[config.mk]
export PLATFORM = sky130hd
export DESIGN_NAME = json_string_unescape_utf8_unit
export DESIGN_NICKNAME = d
export VERILOG_FILES = /design/src/rtl/jsu_pkg.sv /design/src/rtl/jsu_front.sv /design/src/rtl/jsu_queue.sv /design/src/rtl/jsu_back.sv /design/src/rtl/json_string_unescape_utf8_unit.sv
export SDC_FILE = /design/constraint.sdc
export NUM_CORES = 1
export LEC_CHECK = 0
export BUFFER_PORTS_ARGS = -buffer_cell sky130_fd_sc_hd__buf_2
export CAP_MARGIN = 10
export CELL_PAD_IN_SITES_DETAIL_PLACEMENT = 0
export CELL_PAD_IN_SITES_GLOBAL_PLACEMENT = 2
export CORE_MARGIN = 3
export CORE_UTILIZATION = 49
export CTS_CLUSTER_DIAMETER = 120
export DETAILED_ROUTE_END_ITERATION = 8
export PLACE_DENSITY_LB_ADDON = 0.25
export SLEW_MARGIN = 30
export SYNTH_ARGS = -nofsm -noshare
export SYNTH_HDL_FRONTEND = slang
export SYNTH_HIERARCHICAL = 1
export SYNTH_SLANG_ARGS = --single-unit
export TNS_END_PERCENT = 5
[constraint.sdc]
create_clock -name clk -period 15.05 [get_ports clk]
set_input_delay 4.515 -clock clk [delete_from_list [all_inputs] [get_ports clk]]
set_output_delay 4.515 -clock clk [all_outputs]
set_load 0.02 [all_outputs]
[src/rtl/jsu_pkg.sv]
// ============================================================================
// jsu_pkg
// Shared types, constants and helper functions of the JSON string unescape
// unit: result kinds, the per-byte job record and the UTF-8 encoder.
// ============================================================================
package jsu_pkg;

  // Result kinds.
  localparam logic [1:0] KIND_BYTE    = 2'd0;
  localparam logic [1:0] KIND_CLOSED  = 2'd1;
  localparam logic [1:0] KIND_NOQUOTE = 2'd2;
  localparam logic [1:0] KIND_UNTERM  = 2'd3;

  // Most results one source byte can cause.
  localparam int MAX_RESULTS = 4;
  localparam int RES_IDX_W   = $clog2(MAX_RESULTS);
  localparam int RES_CNT_W   = $clog2(MAX_RESULTS + 1);

  // Job queue between the decoder and the output serializer.
  localparam int QUEUE_DEPTH = 4;
  localparam int QPTR_W      = $clog2(QUEUE_DEPTH);
  localparam int QCNT_W      = $clog2(QUEUE_DEPTH + 1);

  // Surrogate ranges and code point limits.
  localparam logic [15:0] HIGH_SURR_LO = 16'hD800;
  localparam logic [15:0] HIGH_SURR_HI = 16'hDBFF;
  localparam logic [15:0] LOW_SURR_LO  = 16'hDC00;
  localparam logic [15:0] LOW_SURR_HI  = 16'hDFFF;
  localparam logic [20:0] SUPP_BASE    = 21'h10000;
  localparam logic [20:0] CP_ONE_MAX   = 21'h80;
  localparam logic [20:0] CP_TWO_MAX   = 21'h800;
  localparam logic [20:0] CP_THREE_MAX = 21'h10000;

  // Source characters of interest.
  localparam logic [7:0] CH_QUOTE  = 8'h22;
  localparam logic [7:0] CH_BSLASH = 8'h5C;
  localparam logic [7:0] CH_SPACE  = 8'h20;
  localparam logic [7:0] CH_TAB    = 8'h09;
  localparam logic [7:0] CH_LF     = 8'h0A;
  localparam logic [7:0] CH_CR     = 8'h0D;
  localparam logic [7:0] CH_FF     = 8'h0C;
  localparam logic [7:0] CH_BS     = 8'h08;
  localparam logic [7:0] CH_U      = 8'h75;
  localparam logic [7:0] CH_B      = 8'h62;
  localparam logic [7:0] CH_F      = 8'h66;
  localparam logic [7:0] CH_N      = 8'h6E;
  localparam logic [7:0] CH_R      = 8'h72;
  localparam logic [7:0] CH_T      = 8'h74;

  // All results caused by one source byte.
  typedef struct packed {
    logic [MAX_RESULTS-1:0][7:0] bytes;
    logic [MAX_RESULTS-1:0][1:0] kinds;
    logic [RES_IDX_W-1:0]        last_idx;
  } job_t;

  // UTF-8 encoding of one code point.
  typedef struct packed {
    logic [MAX_RESULTS-1:0][7:0] bytes;
    logic [RES_CNT_W-1:0]        count;
  } utf8_t;

  // Value of one hex digit; anything else counts as zero.
  function automatic logic [3:0] hex_value(input logic [7:0] b);
    logic [3:0] v;
    v = 4'd0;
    if (b >= 8'h30 && b <= 8'h39) begin
      v = 4'(b - 8'h30);
    end else if (b >= 8'h61 && b <= 8'h66) begin
      v = 4'(b - 8'h57);
    end else if (b >= 8'h41 && b <= 8'h46) begin
      v = 4'(b - 8'h37);
    end
    return v;
  endfunction

  // UTF-8 encoder for code points up to 21 bits.
  function automatic utf8_t utf8_encode(input logic [20:0] cp);
    utf8_t r;
    r = '0;
    if (cp < CP_ONE_MAX) begin
      r.bytes[0] = cp[7:0];
      r.count    = RES_CNT_W'(1);
    end else if (cp < CP_TWO_MAX) begin
      r.bytes[0] = {3'b110, cp[10:6]};
      r.bytes[1] = {2'b10, cp[5:0]};
      r.count    = RES_CNT_W'(2);
    end else if (cp < CP_THREE_MAX) begin
      r.bytes[0] = {4'b1110, cp[15:12]};
      r.bytes[1] = {2'b10, cp[11:6]};
      r.bytes[2] = {2'b10, cp[5:0]};
      r.count    = RES_CNT_W'(3);
    end else begin
      r.bytes[0] = {5'b11110, cp[20:18]};
      r.bytes[1] = {2'b10, cp[17:12]};
      r.bytes[2] = {2'b10, cp[11:6]};
      r.bytes[3] = {2'b10, cp[5:0]};
      r.count    = RES_CNT_W'(4);
    end
    return r;
  endfunction

endpackage

[src/rtl/jsu_front.sv]
// ============================================================================
// jsu_front
// Decoder front end: accepts one source byte per cycle unless the queue is
// full, runs the string state machine and builds each byte's job of results.
// ============================================================================
module jsu_front (
  input  logic          clk,
  input  logic          rst,
  input  logic          byte_valid,
  output logic          byte_stall,
  input  logic [7:0]    in_byte,
  input  logic          end_of_input,
  input  logic          queue_full,
  output logic          push,
  output jsu_pkg::job_t push_job
);

  typedef enum logic [6:0] {
    MODE_IDLE   = 7'b0000001,
    MODE_STR    = 7'b0000010,
    MODE_ESC    = 7'b0000100,
    MODE_HEX1   = 7'b0001000,
    MODE_HIGH   = 7'b0010000,
    MODE_HIGHBS = 7'b0100000,
    MODE_HEX2   = 7'b1000000
  } mode_t;

  mode_t       mode, mode_next;
  logic [15:0] first_unit, first_unit_next;
  logic [15:0] second_unit, second_unit_next;
  logic [1:0]  digit_count, digit_count_next;

  logic        accept;
  logic [3:0]  hv;
  logic [15:0] unit_first, unit_second;
  logic [20:0] pair_cp, cp;
  logic        enc_en, tail_en;
  logic [7:0]  tail_byte, esc_byte;
  logic [1:0]  tail_kind;
  logic        is_ws;
  jsu_pkg::utf8_t enc;
  logic [jsu_pkg::RES_CNT_W-1:0] n_enc, total;

  assign byte_stall = queue_full;
  assign accept     = byte_valid && !queue_full;

  // Shared decode of the incoming byte.
  assign hv          = jsu_pkg::hex_value(in_byte);
  assign unit_first  = {first_unit[11:0], hv};
  assign unit_second = {second_unit[11:0], hv};
  assign pair_cp     = jsu_pkg::SUPP_BASE + {1'b0, first_unit[9:0], unit_second[9:0]};
  assign is_ws       = (in_byte == jsu_pkg::CH_SPACE) || (in_byte == jsu_pkg::CH_TAB) ||
                       (in_byte == jsu_pkg::CH_LF) || (in_byte == jsu_pkg::CH_CR);

  // Translation of a simple escape.
  always_comb begin
    case (in_byte)
      jsu_pkg::CH_B: esc_byte = jsu_pkg::CH_BS;
      jsu_pkg::CH_F: esc_byte = jsu_pkg::CH_FF;
      jsu_pkg::CH_N: esc_byte = jsu_pkg::CH_LF;
      jsu_pkg::CH_R: esc_byte = jsu_pkg::CH_CR;
      jsu_pkg::CH_T: esc_byte = jsu_pkg::CH_TAB;
      default:       esc_byte = in_byte;
    endcase
  end

  // String state machine. A byte may cause a UTF-8 sequence followed by one
  // trailing result (a plain byte, an escape or a status).
  always_comb begin
    mode_next        = mode;
    first_unit_next  = first_unit;
    second_unit_next = second_unit;
    digit_count_next = digit_count;
    cp               = {5'd0, first_unit};
    enc_en           = 1'b0;
    tail_en          = 1'b0;
    tail_byte        = 8'd0;
    tail_kind        = jsu_pkg::KIND_BYTE;
    if (end_of_input) begin
      tail_en   = 1'b1;
      tail_kind = (mode == MODE_IDLE) ? jsu_pkg::KIND_NOQUOTE : jsu_pkg::KIND_UNTERM;
      mode_next = MODE_IDLE;
    end else begin
      case (mode)
        MODE_STR, MODE_HIGH: begin
          if (mode == MODE_HIGH && in_byte == jsu_pkg::CH_BSLASH) begin
            mode_next = MODE_HIGHBS;
          end else begin
            // A held high surrogate with no second unit goes out alone.
            enc_en = (mode == MODE_HIGH);
            if (in_byte == jsu_pkg::CH_QUOTE) begin
              tail_en   = 1'b1;
              tail_kind = jsu_pkg::KIND_CLOSED;
              mode_next = MODE_IDLE;
            end else if (in_byte == jsu_pkg::CH_BSLASH) begin
              mode_next = MODE_ESC;
            end else begin
              tail_en   = 1'b1;
              tail_byte = in_byte;
              mode_next = MODE_STR;
            end
          end
        end
        MODE_ESC, MODE_HIGHBS: begin
          if (in_byte == jsu_pkg::CH_U) begin
            digit_count_next = 2'd0;
            if (mode == MODE_ESC) begin
              first_unit_next = 16'd0;
              mode_next       = MODE_HEX1;
            end else begin
              second_unit_next = 16'd0;
              mode_next        = MODE_HEX2;
            end
          end else begin
            enc_en    = (mode == MODE_HIGHBS);
            tail_en   = 1'b1;
            tail_byte = esc_byte;
            mode_next = MODE_STR;
          end
        end
        MODE_HEX1: begin
          first_unit_next  = unit_first;
          digit_count_next = digit_count + 2'd1;
          if (digit_count == 2'd3) begin
            if (unit_first >= jsu_pkg::HIGH_SURR_LO && unit_first <= jsu_pkg::HIGH_SURR_HI) begin
              mode_next = MODE_HIGH;
            end else begin
              enc_en    = 1'b1;
              cp        = {5'd0, unit_first};
              mode_next = MODE_STR;
            end
          end
        end
        MODE_HEX2: begin
          second_unit_next = unit_second;
          digit_count_next = digit_count + 2'd1;
          if (digit_count == 2'd3) begin
            enc_en    = 1'b1;
            mode_next = MODE_STR;
            if (unit_second >= jsu_pkg::LOW_SURR_LO && unit_second <= jsu_pkg::LOW_SURR_HI) begin
              cp = pair_cp;
            end
          end
        end
        default: begin
          // Idle: skip whitespace, await the opening quote, report other bytes.
          if (in_byte == jsu_pkg::CH_QUOTE) begin
            mode_next = MODE_STR;
          end else if (!is_ws) begin
            tail_en   = 1'b1;
            tail_kind = jsu_pkg::KIND_NOQUOTE;
            mode_next = MODE_IDLE;
          end
        end
      endcase
    end
  end

  // Assemble the job: encoded bytes first, then the trailing result.
  assign enc   = jsu_pkg::utf8_encode(cp);
  assign n_enc = enc_en ? enc.count : '0;
  assign total = n_enc + jsu_pkg::RES_CNT_W'(tail_en);

  always_comb begin
    for (int i = 0; i < jsu_pkg::MAX_RESULTS; i++) begin
      if (jsu_pkg::RES_CNT_W'(i) < n_enc) begin
        push_job.bytes[i] = enc.bytes[i];
        push_job.kinds[i] = jsu_pkg::KIND_BYTE;
      end else begin
        push_job.bytes[i] = tail_byte;
        push_job.kinds[i] = tail_kind;
      end
    end
    push_job.last_idx = jsu_pkg::RES_IDX_W'(total - jsu_pkg::RES_CNT_W'(1));
  end

  assign push = accept && (total != '0);

  // State registers.
  always_ff @(posedge clk) begin
    if (rst) begin
      mode        <= MODE_IDLE;
      first_unit  <= 16'd0;
      second_unit <= 16'd0;
      digit_count <= 2'd0;
    end else if (accept) begin
      mode        <= mode_next;
      first_unit  <= first_unit_next;
      second_unit <= second_unit_next;
      digit_count <= digit_count_next;
    end
  end

endmodule

[src/rtl/jsu_queue.sv]
// ============================================================================
// jsu_queue
// Small job queue that decouples the decoder from the output serializer.
// ============================================================================
module jsu_queue (
  input  logic          clk,
  input  logic          rst,
  input  logic          push,
  input  jsu_pkg::job_t push_job,
  input  logic          pop,
  output logic          full,
  output logic          empty,
  output jsu_pkg::job_t head
);

  jsu_pkg::job_t entries [jsu_pkg::QUEUE_DEPTH];
  logic [jsu_pkg::QPTR_W-1:0] wr_ptr, rd_ptr;
  logic [jsu_pkg::QCNT_W-1:0] count;

  assign full  = (count == jsu_pkg::QCNT_W'(jsu_pkg::QUEUE_DEPTH));
  assign empty = (count == '0);
  assign head  = entries[rd_ptr];

  // Job storage.
  always_ff @(posedge clk) begin
    if (push) begin
      entries[wr_ptr] <= push_job;
    end
  end

  // Pointers and fill count.
  always_ff @(posedge clk) begin
    if (rst) begin
      wr_ptr <= '0;
      rd_ptr <= '0;
      count  <= '0;
    end else begin
      if (push) begin
        wr_ptr <= wr_ptr + jsu_pkg::QPTR_W'(1);
      end
      if (pop) begin
        rd_ptr <= rd_ptr + jsu_pkg::QPTR_W'(1);
      end
      if (push && !pop) begin
        count <= count + jsu_pkg::QCNT_W'(1);
      end else if (pop && !push) begin
        count <= count - jsu_pkg::QCNT_W'(1);
      end
    end
  end

endmodule

[src/rtl/jsu_back.sv]
// ============================================================================
// jsu_back
// Output serializer: walks the results of the head job one beat at a time
// into the result register.
// ============================================================================
module jsu_back (
  input  logic          clk,
  input  logic          rst,
  input  logic          empty,
  input  jsu_pkg::job_t head,
  output logic          pop,
  output logic          result_valid,
  input  logic          result_stall,
  output logic [7:0]    out_byte,
  output logic [1:0]    kind,
  output logic          last
);

  logic [jsu_pkg::RES_IDX_W-1:0] idx;
  logic load, at_last;

  // The result register takes a new beat when it is empty or being drained.
  assign load    = !empty && (!result_valid || !result_stall);
  assign at_last = (idx == head.last_idx);
  assign pop     = load && at_last;

  // Position inside the head job.
  always_ff @(posedge clk) begin
    if (rst) begin
      idx <= '0;
    end else if (load) begin
      idx <= at_last ? '0 : idx + jsu_pkg::RES_IDX_W'(1);
    end
  end

  // Result register.
  always_ff @(posedge clk) begin
    if (rst) begin
      result_valid <= 1'b0;
    end else if (load) begin
      result_valid <= 1'b1;
    end else if (!result_stall) begin
      result_valid <= 1'b0;
    end
  end

  always_ff @(posedge clk) begin
    if (load) begin
      out_byte <= head.bytes[idx];
      kind     <= head.kinds[idx];
      last     <= at_last;
    end
  end

endmodule

[src/rtl/json_string_unescape_utf8_unit.sv]
// ============================================================================
// json_string_unescape_utf8_unit
// Decodes one JSON string literal at a time from a byte stream, translating
// escapes and emitting \u units as UTF-8.
//
//   Channel  Direction  Handshake                   Payload
//   source   in         byte_valid / byte_stall     in_byte, end_of_input
//   result   out        result_valid / result_stall out_byte, kind, last
//
// The decoder takes one source byte per cycle while its four-entry job queue
// has room. Each byte becomes a job of zero to four results; the serializer
// sends one beat per cycle while result_stall is low, one beat per result.
// A taken byte reaches the output through the job queue and result register.
// Reset (rst, synchronous) returns the decoder to idle and empties the queue.
// byte_stall rises only when the queue is full; result_stall holds the
// result register and, through the queue, backs up into the source side.
// ============================================================================
module json_string_unescape_utf8_unit (
  input  logic       clk,
  input  logic       rst,
  input  logic       byte_valid,
  output logic       byte_stall,
  input  logic [7:0] in_byte,
  input  logic       end_of_input,
  output logic       result_valid,
  input  logic       result_stall,
  output logic [7:0] out_byte,
  output logic [1:0] kind,
  output logic       last
);

  logic          push, pop, full, empty;
  jsu_pkg::job_t push_job, head;

  // Decoder front end.
  jsu_front u_front (
    .clk          (clk),
    .rst          (rst),
    .byte_valid   (byte_valid),
    .byte_stall   (byte_stall),
    .in_byte      (in_byte),
    .end_of_input (end_of_input),
    .queue_full   (full),
    .push         (push),
    .push_job     (push_job)
  );

  // Job queue.
  jsu_queue u_queue (
    .clk      (clk),
    .rst      (rst),
    .push     (push),
    .push_job (push_job),
    .pop      (pop),
    .full     (full),
    .empty    (empty),
    .head     (head)
  );

  // Output serializer.
  jsu_back u_back (
    .clk          (clk),
    .rst          (rst),
    .empty        (empty),
    .head         (head),
    .pop          (pop),
    .result_valid (result_valid),
    .result_stall (result_stall),
    .out_byte     (out_byte),
    .kind         (kind),
    .last         (last)
  );

endmodule

==> results of run 1 <==
power by group through the flow:
stage,Combinational [W],Clock [W],Sequential [W]
detailed placement,0.000325,0,0.000815
global placement,0.000318,0,0.000811
global route,0.000348,0.000680,0.000807
floorplan,0.000269,0,0.000812
finish,0.000322,0.000642,0.000799
CTS,0.000326,0.000656,0.000801
through the flow:
| stage | setup slack, ps | cell area [µm²] | power [W] | hold WS [ps] | cells |
|---|---|---|---|---|---|
| floorplan | 5520 | 11100 | 0.00108 | 444 | 840 |
| global placement | 4860 | 11300 | 0.00113 | 468 | 1101 |
| detailed placement | 4650 | 11300 | 0.00114 | 486 | 1101 |
| CTS | 5170 | 12200 | 0.00178 | 496 | 1145 |
| global route | 4630 | 12200 | 0.00184 | 511 | 1145 |
| finish | 5140 | 12200 | 0.00176 | 495 | 1145 |
Yosys cell counts, drive strengths merged (4+ instances only):
cell	instances
dfxtp	49
mux4	52
xor2	4
o22ai	6
and3	5
clkbuf	23
nor2	73
buf	26
mux2i	26
nand4	9
nand2b	12
nand2	75
and2	10
edfxtp	179
or3	10
mux2	5
a32oi	4
a22o	10
a21oi	47
nor3	15
o21a	8
a22oi	16
o21ai	31
nand3	30
nor4	6
a31oi	4
inv	16
nor2b	7
a221oi	4
ha	15
xnor2	10
nor3b	7
worst max path at each step:
stage	endpoint	startpoint
floorplan	u_queue/entries[0][0]$_DFFE_PP_	in_byte[4]
global placement	u_queue/entries[1][25]$_DFFE_PP_	in_byte[0]
detailed placement	u_queue/count[2]$_SDFFE_PP0P_	in_byte[0]
CTS	u_queue/count[2]$_SDFFE_PP0P_	in_byte[0]
global route	u_queue/count[2]$_SDFFE_PP0P_	in_byte[0]
finish	u_queue/count[2]$_SDFFE_PP0P_	in_byte[0]
flip-flops by register name (all words and copies together), names as in the netlist, named ones only:
name / cells
u_queue/entries: 168
u_front/first_unit: 16
u_front/second_unit: 12
u_back/out_byte: 8
u_front/mode: 7
u_queue/count: 3
u_back/idx: 2
u_back/kind: 2
u_front/digit_count: 2
u_queue/rd_ptr: 2
u_queue/wr_ptr: 2
u_back/last: 1
u_back/result_valid: 1
cell usage in the layout, fill, tap and decap left out, types with 8 or more instances in the layout:
master / count
o21a_1: 8
nor2_1: 71
mux4_2: 45
nor3_1: 14
a22o_1: 10
nand2_1: 73
dfxtp_1: 46
buf_2: 25
o21ai_1: 15
mux2i_1: 26
nand2b_1: 12
nand3_1: 30
clkbuf_16: 24
nand4_1: 8
ha_1: 15
a22oi_1: 16
a21oi_1: 42
o21ai_0: 13
or3_1: 10
edfxtp_1: 179
inv_1: 16
xnor2_1: 10
worst max-delay path, cell delays in order:
cell and delay [ps]:
buf_2 150, inv_1 110, ha_1 300, or3b_1 400
nand4b_1 170, nand2_1 200, o211ai_4 360, a21oi_1 130
nor3_2 330, nand4_1 530, o21ai_2 690, nor2_1 90
ha_1 300, inv_1 50, ha_1 180, a21oi_1 510
ha_1 290, inv_1 60, fa_1 370, xor2_1 180
or3_1 300, a21oi_1 130
cell type report:
type / count / area share
Tap cell: 280 / 0.0287
Timing Repair Buffer: 30 / 0.0133
Clock buffer: 25 / 0.0494
Inverter: 16 / 0.00491
Sequential cell: 228 / 0.520
Multi-Input combinational cell: 547 / 0.361
Clock inverter: 19 / 0.0221
routing by layer:
layer	GRT usage	up-vias	part of all wire
li1	-	3265	-
met1	0.291	3522	0.43
met2	0.352	221	0.49
met3	0.0288	52	0.048
met4	0.0696	0	0.034
met5	0	-	0
cells by family (layout without fill, tap and decap cells):
group	after synthesis	after routing	share of synthesized area
DFF	228	228	0.572
xor gates and xnor gates	14	14	0.0110
muxes	83	83	0.137
buffers and inverters	65	90	0.0338
and+or+nand+nor	282	282	0.134
adders and majority gates	16	16	0.0187
AOI/OAI and AO/OA	152	152	0.0936
==> metrics, run 1 <==
Chip Height 157 µm; final-report setup violation count 0; setup TNS 0 ps; Seq/Total Area, Yosys 0.572; Max Clock Skew 10.1 ps; Reg2Reg Depth 20; Reg-to-Reg End u_queue/count[2]$_SDFFE_PP0P_; Via density 6.17; GRT Util Overall 0.212; Req. time, crit path 15490 ps; ys async rst share 0; CTS buffer count 24; clock network power share 0.364; share of the synthesized area in the top cell type 0.483; Horiz. Die Dim 157 µm; worst hold start u_front/first_unit[15]$_SDFFE_PP0P_; worst hold path cell count 2; Sequential Power Share 0.453; # fillers 1778; Layout Utilization 0.553; Routed Antenna Nets 0; WP data arrival 10350 ps; vias in the first global route 6933; H-tree levels 1; post-synthesis cell count 840; largest net degree at the start of global routing 51; synth warn 6; #FFs+latches synth 228; global-route wire length before repair 40.2 mm; Hold/Removal Path Class flop to flop; number of antenna diodes 0; DRT iter0 DRCs 533; Area growth syn-to-layout 9.95%; Switch Pwr 0.000451 W; total internal power 0.00131 W; CTS tree done; Post-CTS Hold Fix Bufs 0; Post-synth EDFFs 179; CP Max Fanout 15; Resized Gates After CTS 0; ratio of cells with drive above 1 in the final layout 0.180; Mapped Nets 869; Reg area 0.00636 mm²; Final period util 0.659; Area contributors post-synth edfxtp_1 (48%), mux4_2 (9.1%), dfxtp_1 (8.8%), nand2_1 (2.5%), nor2_1 (2.4%); relative slew slack 0.394; Max Slew Vio Count 0; switching portion of total power 0.256; WL/cell 22.7 µm; drt pass-1 iters 5; clock slew at reported path FFs 60 ps; worst slew pin tran 910 ps; Post-synth top flop edfxtp_1; DR DRC count 0; Initial Util 0.503; Static Leakage 4.26 nW; final worst path period need 9910 ps; clock root buffer clkbuf_16; RD Place Congestion 0.860; Yosys top cell by area edfxtp_1; startpoint types input port; max cap viols 0; final hold viol count 0; Crit. End Element flop; total routed wirelength 26.0 mm; CP Class input port to flop; pwr dens 144 mW/mm²; IO Count 26; syn avg cell area 13.2 µm²; input/output buffers 25; RSZ-0062 raised after global routing no; combinational share of power 0.183; outcome finished, final reports clean; Max rail drop VDD 0.0000867 V; FF-to-FF Start u_front/first_unit[7]$_SDFFE_PP0P_; Post-DP HPWL 17.9 mm; Netlist cell types 85; Endpoint, Worst Hold u_front/first_unit[15]$_SDFFE_PP0P_; FP Rows 54; initial antenna violation count 0; Post-CTS Setup Bufs 0; Sink Count 228; Post-Syn Area 0.0111 mm²; reg-to-reg slack, setup 8630 ps; CTS max path bufs 3; GRT Residual Overflow 0; Clock Latency Late Sink 520 ps; Multi-input gate area 0.00442 mm²; max frequency 0.101 GHz; nets 876; detailed-route via count 7060; die area 0.0245 mm²; Placeable Area 0.0221 mm²
Power figures use the tool's default switching activity.
==> inputs of run 2 (changes only) <==
- ABC_AREA: unset -> 1
- CORE_UTILIZATION: 49 -> 36
- clock period: 15.05 -> 8.15 ns (I/O delays scaled with it)
==> metrics, run 2 <==
CTS tree done; Yosys top cell by area edfxtp_1; worst slew pin tran 1030 ps; syn avg cell area 8.89 µm²; Largest register FFs 168; Static Leakage 5.14 nW; Mapped Nets 1335; setup TNS 0 ps; Req. time, crit path 8390 ps; Via density 5.26; Horiz. Die Dim 186 µm; die area 0.0344 mm²; FP Rows 65; Reg area 0.00636 mm²; nets 1350; Post-synth top cells nand2_1 (242), edfxtp_1 (179), nor2_1 (179), o21ai_0 (128), inv_1 (121); clock slew at reported path FFs 60 ps; most frequent cell on the critical path nand2_1; max frequency 0.144 GHz; largest net degree at the start of global routing 85; commonest non-fill, non-tap cell in the layout nand2_1; outcome finished, final reports clean; final-report setup violation count 0; DRT iter0 DRCs 724; IO Count 26; Chip Height 186 µm; Initial Util 0.367; Seq/Total Area, Yosys 0.547; Post-DP HPWL 23.1 mm; Max Slew Vio Count 0; relative slew slack 0.309; total routed wirelength 33.4 mm; post-place setup slack 620 ps; GRT Util Overall 0.196; WL/cell 19.2 µm; Placeable Area 0.0316 mm²; CTS buffer count 26; Resized Gates After CTS 0; final worst path period need 6960 ps; post-synthesis cell count 1306; synth warn 6; Post-Syn Area 0.0116 mm²; reg-to-reg slack, setup 2480 ps; share of the synthesized area in the top cell type 0.463; most frequent cell after synthesis nand2_1; Final period util 0.854; Area contributors post-synth edfxtp_1 (46%), dfxtp_1 (8.4%), nand2_1 (7.8%), nor2_1 (5.8%), o21ai_0 (5.5%); RSZ-0062 raised after global routing no; detailed-route via count 9172; ys async rst share 0; Post-CTS Setup Bufs 0; WP data arrival 7200 ps; GRT Residual Overflow 0; drt pass-1 iters 5; cell area after layout 0.0130 mm²; number of antenna diodes 0; CP Max Fanout 23; ratio of cells with drive above 1 in the final layout 0.112; #FFs+latches synth 228; Area after DPL 0.0121 mm²; Post-synth top flop edfxtp_1; global-route wire length before repair 52.4 mm; biggest regs u_queue/entries: 168 flops, u_front/first_unit: 16 flops, u_front/second_unit: 12 flops; DR DRC count 0; Multi-input gate area 0.00444 mm²; CP Class input port to flop; CP max-delay cell inv_2; pwr dens 259 mW/mm²; max incr delay on CP 480 ps; final worst slack 1190 ps; Post-synth EDFFs 179; final hold viol count 0; vias in the first global route 8965; # fillers 3164; Max Clock Skew 20.9 ps; Crit. End Element flop; startpoint types input port; CTS max path bufs 3; Routed Antenna Nets 0; Netlist cell types 47; Area growth syn-to-layout 12.0%; max cap viols 0; input/output buffers 25; most frequent cells in the layout nand2_1 (242), edfxtp_1 (179), nor2_1 (178), o21ai_0 (128), inv_1 (116); Sink Count 228; Hold/Removal Path Class flop to flop; clock root buffer clkbuf_16; Max rail drop VDD 0.000169 V; Top reg by flops u_queue/entries; RD Place Congestion 0.877; H-tree levels 1; Post-CTS Hold Fix Bufs 0; hold slack 460 ps; Clock Latency Late Sink 550 ps; initial antenna violation count 0
[run 2: path summary, 6_finish.rpt]
| path | startpoint | to | cells past startpoint |
|---|---|---|---|
| setup / recovery | in_byte[1] | u_queue/entries[1][4]$_DFFE_PP_ | 29 |
| hold / removal | u_queue/rd_ptr[1]$_SDFFE_PP0P_ | u_queue/rd_ptr[1]$_SDFFE_PP0P_ | 1 |
| setup reg to reg | u_front/digit_count[0]$_SDFFE_PP0P_ | u_queue/entries[1][4]$_DFFE_PP_ | 22 |
| hold reg to reg | u_queue/rd_ptr[1]$_SDFFE_PP0P_ | u_queue/rd_ptr[1]$_SDFFE_PP0P_ | 1 |
[run 2: report_power, final]
group,switching (W),internal (W)
clock network,0.000470,0.000711
logic,0.000532,0.000209
registers,0.0000448,0.00140
total,0.00105,0.00233
[run 2: routing by layer]
layer  up-vias  global-route usage  wire length [µm]
met5         -                   0                 0
met4         0              0.0402               623
met3        42              0.0215              1300
met2       189               0.337             16100
met1      4412               0.271             15400
li1       4529                   -                 -
[run 2: cell families (layout without fill, tap and decap cells)]
logic type      Yosys count  in the layout  synth area share
flops                   228            228             0.547
xor+xnor                  2              2           0.00151
simple gates            548            548             0.206
compound gates          320            320             0.155
buf+inv                 192            227            0.0717
fa+ha+maj                16             16            0.0179
[run 2: metrics by stage]
step,instances,total power (W),utilization
5_1_grt,1743,0.00356,0.411
3_3_place_gp,1695,0.00222,0.383
4_1_cts,1743,0.00341,0.411
3_5_place_dp,1695,0.00222,0.383
6_report,1743,0.00337,0.411
2_1_floorplan,1306,0.00201,-
[run 2: final cells by class]
cell class / instances / share of cell area
inverter: 132 / 0.0381
clock buffer: 27 / 0.0503
timing repair buffer: 47 / 0.0252
tap: 402 / 0.0387
multi-input combinational: 886 / 0.342
sequential: 228 / 0.489
clock inverter: 21 / 0.0170
[run 2: critical path, delay by kind of cell]
kind            cells  cell delay (ps)
simple gates       14             1560
buf+inv             6             1180
compound gates      5             1050
fa+ha+maj           4              940
